--- src/hdl/cmi_pkg.sv ---
`timescale 1ns / 1ps

package cmi_pkg;

    // Width of one complex component and of the magnitude
    localparam int COMPONENT_WIDTH = 16;
    // Sum of squares and root datapath width
    localparam int SUM_WIDTH = 2 * COMPONENT_WIDTH;
    // One root cell per result bit
    localparam int CELL_COUNT = COMPONENT_WIDTH;
    // abs, square and sum registers ahead of the cell chain
    localparam int FRONT_STAGES = 3;
    localparam int LATENCY = FRONT_STAGES + CELL_COUNT;
    // First trial bit of the root: bit SUM_WIDTH-2
    localparam logic [SUM_WIDTH-1:0] TRIAL_START =
        {2'b01, {(SUM_WIDTH - 2){1'b0}}};

    // What travels from one root cell to the next
    typedef struct packed {
        logic                 valid;
        logic [SUM_WIDTH-1:0] rem;
        logic [SUM_WIDTH-1:0] root;
        logic [SUM_WIDTH-1:0] trial;
    } stage_t;

endpackage

--- src/hdl/cmi_square.sv ---
`timescale 1ns / 1ps

module cmi_square
(
    input  logic                                        clk,
    input  logic                                        rst_n,
    input  logic                                        in_valid,
    input  logic signed [cmi_pkg::COMPONENT_WIDTH-1:0]  real_part,
    input  logic signed [cmi_pkg::COMPONENT_WIDTH-1:0]  imag_part,
    output cmi_pkg::stage_t                             stage_out
);

    logic [cmi_pkg::COMPONENT_WIDTH-1:0] re_abs_next;
    logic [cmi_pkg::COMPONENT_WIDTH-1:0] im_abs_next;
    logic [cmi_pkg::COMPONENT_WIDTH-1:0] re_abs_reg;
    logic [cmi_pkg::COMPONENT_WIDTH-1:0] im_abs_reg;
    logic [cmi_pkg::SUM_WIDTH-1:0]       re_sq_reg;
    logic [cmi_pkg::SUM_WIDTH-1:0]       im_sq_reg;
    logic [cmi_pkg::SUM_WIDTH-1:0]       sum_reg;
    logic [cmi_pkg::FRONT_STAGES-1:0]    valid_reg;

    // Magnitude of the most negative value still fits unsigned
    assign re_abs_next = real_part[cmi_pkg::COMPONENT_WIDTH-1]
                       ? (~real_part + 1'b1) : real_part;
    assign im_abs_next = imag_part[cmi_pkg::COMPONENT_WIDTH-1]
                       ? (~imag_part + 1'b1) : imag_part;

    always_ff @(posedge clk or negedge rst_n)
    begin
        if (!rst_n)
        begin
            valid_reg <= '0;
        end
        else
        begin
            valid_reg <= {valid_reg[cmi_pkg::FRONT_STAGES-2:0], in_valid};
        end
    end

    always_ff @(posedge clk)
    begin
        re_abs_reg <= re_abs_next;
        im_abs_reg <= im_abs_next;
        re_sq_reg  <= cmi_pkg::SUM_WIDTH'(re_abs_reg) * cmi_pkg::SUM_WIDTH'(re_abs_reg);
        im_sq_reg  <= cmi_pkg::SUM_WIDTH'(im_abs_reg) * cmi_pkg::SUM_WIDTH'(im_abs_reg);
        // Both squares top out at 2^(2W-2), so the sum fits 2W bits
        sum_reg    <= re_sq_reg + im_sq_reg;
    end

    assign stage_out.valid = valid_reg[cmi_pkg::FRONT_STAGES-1];
    assign stage_out.rem   = sum_reg;
    assign stage_out.root  = '0;
    assign stage_out.trial = cmi_pkg::TRIAL_START;

endmodule

--- src/hdl/cmi_cell.sv ---
`timescale 1ns / 1ps

module cmi_cell
(
    input  logic            clk,
    input  logic            rst_n,
    input  cmi_pkg::stage_t stage_in,
    output cmi_pkg::stage_t stage_out
);

    logic [cmi_pkg::SUM_WIDTH:0]   try_sum;
    logic                          take;
    logic [cmi_pkg::SUM_WIDTH-1:0] rem_next;
    logic [cmi_pkg::SUM_WIDTH-1:0] root_next;
    logic                          valid_reg;
    logic [cmi_pkg::SUM_WIDTH-1:0] rem_reg;
    logic [cmi_pkg::SUM_WIDTH-1:0] root_reg;
    logic [cmi_pkg::SUM_WIDTH-1:0] trial_reg;

    // One restoring step: keep the bit if root+trial fits in the remainder
    always_comb
    begin
        try_sum   = {1'b0, stage_in.root} + {1'b0, stage_in.trial};
        take      = ({1'b0, stage_in.rem} >= try_sum);
        rem_next  = stage_in.rem;
        root_next = stage_in.root >> 1;
        if (take)
        begin
            rem_next  = stage_in.rem - try_sum[cmi_pkg::SUM_WIDTH-1:0];
            root_next = (stage_in.root >> 1) + stage_in.trial;
        end
    end

    always_ff @(posedge clk or negedge rst_n)
    begin
        if (!rst_n)
        begin
            valid_reg <= 1'b0;
        end
        else
        begin
            valid_reg <= stage_in.valid;
        end
    end

    always_ff @(posedge clk)
    begin
        rem_reg   <= rem_next;
        root_reg  <= root_next;
        trial_reg <= stage_in.trial >> 2;
    end

    assign stage_out.valid = valid_reg;
    assign stage_out.rem   = rem_reg;
    assign stage_out.root  = root_reg;
    assign stage_out.trial = trial_reg;

endmodule

--- src/hdl/complex_magnitude_isqrt.sv ---
`timescale 1ns / 1ps

// Complex magnitude: floor(sqrt(real_part^2 + imag_part^2)).
//
// Input channel: drive real_part / imag_part and pulse start. A transfer
//   happens on every rising edge where start is high and busy is low.
//   busy is held low: the pipeline takes a new bin every cycle.
// Output channel: magnitude is valid for one cycle while done is high.
//   There is no backpressure; the receiver must take it in that cycle.
// Pipeline: three front registers (abs, squares, sum) feed a chain of one
//   root cell per result bit; each cell does one compare-and-subtract
//   step.
// Throughput: one bin per clock, set by the fully pipelined cell chain.
// Reset: rst_n clears only the valid flags, so items in flight are
//   dropped and done stays low until new bins come through. No state
//   is kept between bins.

module complex_magnitude_isqrt
(
    input  logic                                        clk,
    input  logic                                        rst_n,
    input  logic                                        start,
    output logic                                        busy,
    input  logic signed [cmi_pkg::COMPONENT_WIDTH-1:0]  real_part,
    input  logic signed [cmi_pkg::COMPONENT_WIDTH-1:0]  imag_part,
    output logic                                        done,
    output logic        [cmi_pkg::COMPONENT_WIDTH-1:0]  magnitude
);

    // Link between neighbors; entry 0 comes from the squaring front end
    cmi_pkg::stage_t chain [0:cmi_pkg::CELL_COUNT];

    // Never stalls: every cycle can carry a new transfer
    assign busy = 1'b0;

    cmi_square u_square
    (
        .clk       (clk),
        .rst_n     (rst_n),
        .in_valid  (start),
        .real_part (real_part),
        .imag_part (imag_part),
        .stage_out (chain[0])
    );

    // One cell per root bit, trial bit moves down two places per cell
    for (genvar i = 0; i < cmi_pkg::CELL_COUNT; i++)
    begin : g_cell
        cmi_cell u_cell
        (
            .clk       (clk),
            .rst_n     (rst_n),
            .stage_in  (chain[i]),
            .stage_out (chain[i+1])
        );
    end

    // The final root is below 2^COMPONENT_WIDTH
    assign done      = chain[cmi_pkg::CELL_COUNT].valid;
    assign magnitude = chain[cmi_pkg::CELL_COUNT].root[cmi_pkg::COMPONENT_WIDTH-1:0];

    // Every accepted bin yields a result at the end of the pipeline
    a_start_to_done: assert property (@(posedge clk) disable iff (!rst_n)
        start |-> ##(cmi_pkg::LATENCY) done)
        else $error("accepted bin produced no result");

    // No result appears without a bin behind it
    a_no_spurious: assert property (@(posedge clk) disable iff (!rst_n)
        !start |-> ##(cmi_pkg::LATENCY) !done)
        else $error("result strobe without an accepted bin");

    // A zero bin gives a zero magnitude
    a_zero_bin: assert property (@(posedge clk) disable iff (!rst_n)
        (start && real_part == '0 && imag_part == '0)
        |-> ##(cmi_pkg::LATENCY) (magnitude == '0))
        else $error("zero bin gave nonzero magnitude");

endmodule
--- config.mk ---
export PLATFORM = sky130hd
export DESIGN_NAME = complex_magnitude_isqrt
export DESIGN_NICKNAME = d
export VERILOG_FILES = /design/src/hdl/cmi_pkg.sv /design/src/hdl/cmi_square.sv /design/src/hdl/cmi_cell.sv /design/src/hdl/complex_magnitude_isqrt.sv
export SDC_FILE = /design/constraint.sdc
export NUM_CORES = 2
export LEC_CHECK = 0
export CORE_MARGIN = 5
export CORE_UTILIZATION = 50
export CTS_CLUSTER_DIAMETER = 60
export CTS_CLUSTER_SIZE = 25
export DETAILED_ROUTE_END_ITERATION = 16
export DONT_BUFFER_PORTS = 1
export SYNTH_ARGS = -nofsm -noshare
export SYNTH_HDL_FRONTEND = slang
export SYNTH_SLANG_ARGS = --single-unit
export TNS_END_PERCENT = 30
--- constraint.sdc ---
create_clock -name clk -period 9.35 [get_ports clk]
set_input_delay 0.935 -clock clk [delete_from_list [all_inputs] [get_ports clk]]
set_output_delay 0.935 -clock clk [all_outputs]
set_load 0.02 [all_outputs]
* After elaboration in Yosys (flattened, before gate mapping)
Cells that the tools add are included.
Word-level totals: logic and storage cells 170, output and inout bits 18, register bits after elaboration 1123, bits of input ports 35
Cells by class: mux-type cells 33, bitwise logic cells 2, add/sub/neg operators 48, multiply operators 2, order comparisons 16
Operators with widths (count):
- $ge A32 B33 Y1 | 15
- $mux W32 | 15
- $mux W31 | 15
- $sub A32 B32 Y32 | 14
- $mul A16 B16 Y32 | 2
- $add A16 B1 Y16 const B | 3
- $add A32 B1 Y33 const B | 1
- $add A32 B11 Y33 const B | 1
- $add A32 B13 Y33 const B | 1
- $add A32 B15 Y33 const B | 1
- $add A32 B17 Y33 const B | 1
- $add A32 B19 Y33 const B | 1
- $add A32 B21 Y33 const B | 1
- $add A32 B23 Y33 const B | 1
- $add A32 B25 Y33 const B | 1
- $add A32 B27 Y33 const B | 1
- $add A32 B29 Y33 const B | 1
- $add A32 B3 Y33 const B | 1
- $add A32 B5 Y33 const B | 1
- $add A32 B7 Y33 const B | 1
- $add A32 B9 Y33 const B | 1
- $add A31 B11 Y32 const B | 1
- $add A31 B13 Y32 const B | 1
- $add A31 B15 Y32 const B | 1
- other kinds (17) | 19

* Logic depth before layout (Yosys ltp)
word-level depth 3, gate-level depth with buffers 23, gate-level depth less buffers 22

* By module
Synthesis repeated with hierarchy kept, for this count alone.
Unflattened totals: cell total of the unflattened synthesis 16082, area total of the unflattened synthesis 141617.1 µm²
Modules (own cells, without submodules):
- cmi_cell at g_cell[10].u_cell ... | cells an instance 873, instances 7, sequential area each 1906.8 µm², area an instance 7568.5 µm²
- cmi_cell at g_cell[6].u_cell ... | cells an instance 906, instances 4, sequential area each 1906.8 µm², area an instance 7840.0 µm²
- cmi_cell at g_cell[0].u_cell ... | cells an instance 836, instances 4, sequential area each 1906.8 µm², area an instance 7445.9 µm²
- cmi_square | cells an instance 2199, instances 1, sequential area each 2597.5 µm², area an instance 19905.3 µm²
- cmi_cell at g_cell[11].u_cell | cells an instance 802, instances 1, sequential area each 1906.8 µm², area an instance 7577.3 µm²
- complex_magnitude_isqrt | cells an instance 2, instances 1, sequential area each 0.0 µm², area an instance 11.3 µm²

* Worst setup path after synthesis
Ideal clock, no wire load.
kind flip-flop to flip-flop, start register u_square.re_abs_reg[4] in the netlist's numbering, end register u_square.re_sq_reg[26] in the netlist's numbering, required time 9.278 ns, setup time 0.072 ns, data arrival time 6.221 ns, stages on the path, launching flop included 21, path slack 3.057 ns, path buffers 2, period minus slack after synthesis 6.293 ns, cells stage by stage dfxtp_1 > clkbuf_1 > clkbuf_1 > nand2_1 > fa_1 > inv_1 > fa_1 > fa_1 > fa_1 > fa_1 > inv_1 > fa_1 > inv_1 > ha_1 > a21oi_1 > o211ai_1 > or4b_2 > o211ai_1 > nand2_1 > a21boi_0 > xnor2_1
On the way: longest elaborated chain between the ends 1
RTL lines:
- start, declared | line cmi_square.sv:15 | logic [cmi_pkg::COMPONENT_WIDTH-1:0] re_abs_reg;
- start signal, assigned | line cmi_square.sv:42 | re_abs_reg <= re_abs_next;
- $mul A16 B16 Y32 | line cmi_square.sv:44 | re_sq_reg <= cmi_pkg::SUM_WIDTH'(re_abs_reg) * cmi_pkg::SUM_WIDTH'(re_abs_reg);
- end signal, assigned | line cmi_square.sv:44
- end, declared | line cmi_square.sv:17 | logic [cmi_pkg::SUM_WIDTH-1:0] re_sq_reg;
Every way passes these cells. A chain may end at the register's enable or synchronous reset.

* Worst setup path in the final report
Same ends and word-level chain as after synthesis.

==> impl_summary.log <==
[metrics] fin crit share: 72.4%
[metrics] Max-slew headroom: 24.6%
[metrics] share of the synthesized area in the top cell type: 34.6%
[metrics] clock buffers created by TritonCTS: 55
[metrics] class of the worst hold path: reg2reg
[metrics] final net count: 5106
[metrics] Critical Path RT: 9.90 ns
[metrics] Post-Syn Nets: 5149
[metrics] share of cells above drive strength 1: 3.88%
[metrics] Yosys reg bits: 761
[metrics] total of fill cells in the finished design: 7772
[metrics] status: complete, no violations
[metrics] final estimated routing congestion in global placement: 0.886
[metrics] proportion of synthesized flip-flops having asynchronous set or reset: 2.50%
[metrics] Die Span X: 303 um
[metrics] TritonCTS clock tree: built
[metrics] source-to-sink clock delay at the later pin of the worst-skew pair: 0.66 ns
[metrics] maximum number of buffers from clock root to sink: 3
[metrics] number of vias per cell after detailed routing: 5.11
[metrics] Worst EP arrival: 7.32 ns
[metrics] final global-route overflow total: 0
[metrics] gate count after technology mapping: 4402
[metrics] pins over their slew limit: 0
[metrics] first-pass GRT wire length: 149 mm
[metrics] synthesized area per cell: 9.75 um2
[metrics] cell type contributing the most total cell area after synthesis: sky130_fd_sc_hd__dfxtp_1
[metrics] Tot GR Track Use: 19.9%
[metrics] floorplan die height: 303 um
[metrics] most used standard cells in the synthesized netlist: 742 x sky130_fd_sc_hd__dfxtp_1, 707 x sky130_fd_sc_hd__inv_1, 384 x sky130_fd_sc_hd__ha_1, 328 x sky130_fd_sc_hd__fa_1, 323 x sky130_fd_sc_hd__nand2_1
[metrics] most used standard cell by instance count after synthesis: sky130_fd_sc_hd__dfxtp_1
[metrics] slew at the pin with the worst max-slew slack: 1.12 ns
[metrics] Yosys cell types: 97
[metrics] sequential fraction of the synthesis area: 35.7%
[metrics] count of cells along the worst register-to-register path: 18
[metrics] antenna violations before repair: 4
[metrics] hold path depth: 0
[metrics] PortBufs: 0
[metrics] final routed wire length divided by cell count: 16.0 um
[metrics] critical path's most frequent cell: sky130_fd_sc_hd__fa_1
[metrics] total area of sequential cells: 15300 um2
[metrics] cell chosen for the clock root: sky130_fd_sc_hd__clkbuf_16
[metrics] overall via count from detail_route: 28353
[metrics] final total negative setup slack: 0 ns
[metrics] pin count of the biggest net entering global routing: 42
[metrics] routed wire length: 88.7 mm
[metrics] max incr delay on CP: 0.83 ns
[metrics] number of placement rows: 107
[metrics] post-cts sizing count: 0
[metrics] cell area after technology mapping: 42900 um2
[metrics] core region area: 85100 um2
[metrics] floorplan die area: 91800 um2
[metrics] slowest stage cell on the critical path: sky130_fd_sc_hd__dfxtp_1
[metrics] Synth-to-Final Area Change: 7.07%
[metrics] vias in the first global route: 29134
[metrics] detailed-route DRC error count: 0
[metrics] first-iteration detailed-routing DRC count: 1268
[metrics] remaining antenna violation count: 0
[metrics] number of max-cap violations: 0
[metrics] max FFs per register: 480
[metrics] Worst Path Class, Setup: reg2reg
[metrics] area taken by multi-input logic gates: 24400 um2
[metrics] worst clock skew on the final layout: 0.0424 ns
[metrics] dominant cells by area after synthesis: sky130_fd_sc_hd__dfxtp_1 35%, sky130_fd_sc_hd__fa_1 15%, sky130_fd_sc_hd__ha_1 11%
[metrics] level count of the clock H-tree: 2
[metrics] max frequency: 148 MHz
[metrics] crit path max fanout: 18
[metrics] type of element launching the critical path: flip-flop
[metrics] Clk pin slew, worst setup/hold paths: 0.08 ns
[metrics] count of endpoints failing hold in the final timing report: 0
[metrics] warnings from Yosys: 0
[metrics] series of cell instances along the critical path: nand2_1 > fa_1 > inv_1 > fa_1 > fa_1 > fa_1 > fa_1 > inv_1 > fa_1 > inv_1 > ha_1 > a21oi_1 > o211ai_1 > or4b_2 > o211ai_1 > nand2_1 > a21boi_0 > xnor2_1
[metrics] number of optimization iterations in the first detailed-route pass: 5
[metrics] starting density of the core: 50.4%
[metrics] most instantiated flip-flop cell in the synthesis netlist: sky130_fd_sc_hd__dfxtp_1
[metrics] endpoint type of the worst setup path: flip-flop
[metrics] setup repair after global routing missed its margin: false
[metrics] final count of negative-setup-slack endpoints: 0
[metrics] IO Count: 53
[metrics] hpwl dp: 71.5 mm
[metrics] total clock sinks: 761
[metrics] min Tclk post-route: 6.77 ns
[metrics] EDFF count, synth: 0
## per-stage QoR
step / area (um2) / hold slack, ns / setup slack, ns / util, % / instances
after CTS: 45900 / 0.275 / 2.59 / 53.9 / 5546
after floorplan: 42900 / 0.322 / 3.06 / - / 4402
after global placement: 43900 / 0.332 / 2.71 / 51.6 / 5445
after detailed placement: 43900 / 0.334 / 2.60 / 51.6 / 5445
after global routing: 45900 / 0.280 / 2.12 / 53.9 / 5546
final: 45900 / 0.320 / 2.58 / 54.0 / 5547
## placed cells by master (no fill, tap or decap), drive strengths merged, types with 15 or more instances in the layout
cell type,count
ha,384
nor4b,17
mux2,19
clkbuf,59
nor4,83
xnor2,158
nor2b,33
nor3,80
inv,728
a31oi,15
dfxtp,742
and3,18
nand3,44
or3,43
or2,15
a21oi,159
o31ai,34
dfrtp,19
o211ai,21
clkinv,15
nand2,324
o21a,57
o21ai,176
and2,104
nand2b,38
nor2,196
fa,328
a211oi,24
or4,23
nand4,38
a21o,75
xor2,149
## kinds of logic after synthesis
family	Yosys count	synth area share [%]
and+or+nand+nor	1106	13.3
buffers and inverters	815	7.35
DFF	761	35.7
adders and majority gates	712	26.5
AOI/OAI and AO/OA	672	10.1
xor gates and xnor gates	307	6.27
muxes	28	0.709
other	1	0.00874
## per-layer routing
layer	share of wire (%)	global-route usage [%]	vias up
met2	49	34.9	389
met3	3.4	2.29	87
li1	-	-	14393
met4	1.8	4.11	0
met1	46	26.6	13484
met5	0	0	-
## worst paths after layout
kind                                        startpoint                     endpoint  slack [ns]
max reg2reg                     u_square.re_abs_reg[4]       u_square.re_sq_reg[26]        2.58
max                             u_square.re_abs_reg[4]       u_square.re_sq_reg[26]        2.58
max in group asynchronous                        rst_n   g_cell[5].u_cell.valid_reg        7.85
min reg2reg                g_cell[13].u_cell.valid_reg  g_cell[14].u_cell.valid_reg        0.32
min in group asynchronous                        rst_n  g_cell[12].u_cell.valid_reg        0.89
min                        g_cell[13].u_cell.valid_reg  g_cell[14].u_cell.valid_reg        0.32
## critical path, delay by kind of cell (launching register included)
| family | cells | cell delay [ns] |
|---|---|---|
| fa+ha+maj | 7 | 3.53 |
| simple gates | 3 | 1.02 |
| compound gates | 4 | 1.01 |
| flops | 1 | 0.83 |
| buf+inv | 3 | 0.15 |
| xor+xnor | 1 | 0.15 |
## final cells by class
cell class | count | share of cell area (%)
tap | 1144 | 3.12
clock buffer | 59 | 3.07
antenna | 1 | 0.00545
multi-input combinational | 2826 | 53.2
clock inverter | 41 | 1.35
timing repair buffer | 6 | 0.103
sequential | 761 | 33.4
inverter | 709 | 5.79
## what timing repair did
item / in CTS / in global routing
endpoints found under the setup margin: 0 / 0
setup buffers: 0 / 0
hold endpoints to repair: 19 / 0
hold buffers: 1 / 0
Power is not shown: default switching activity piles up to over one toggle a cycle in this logic, so the estimate is an artifact.
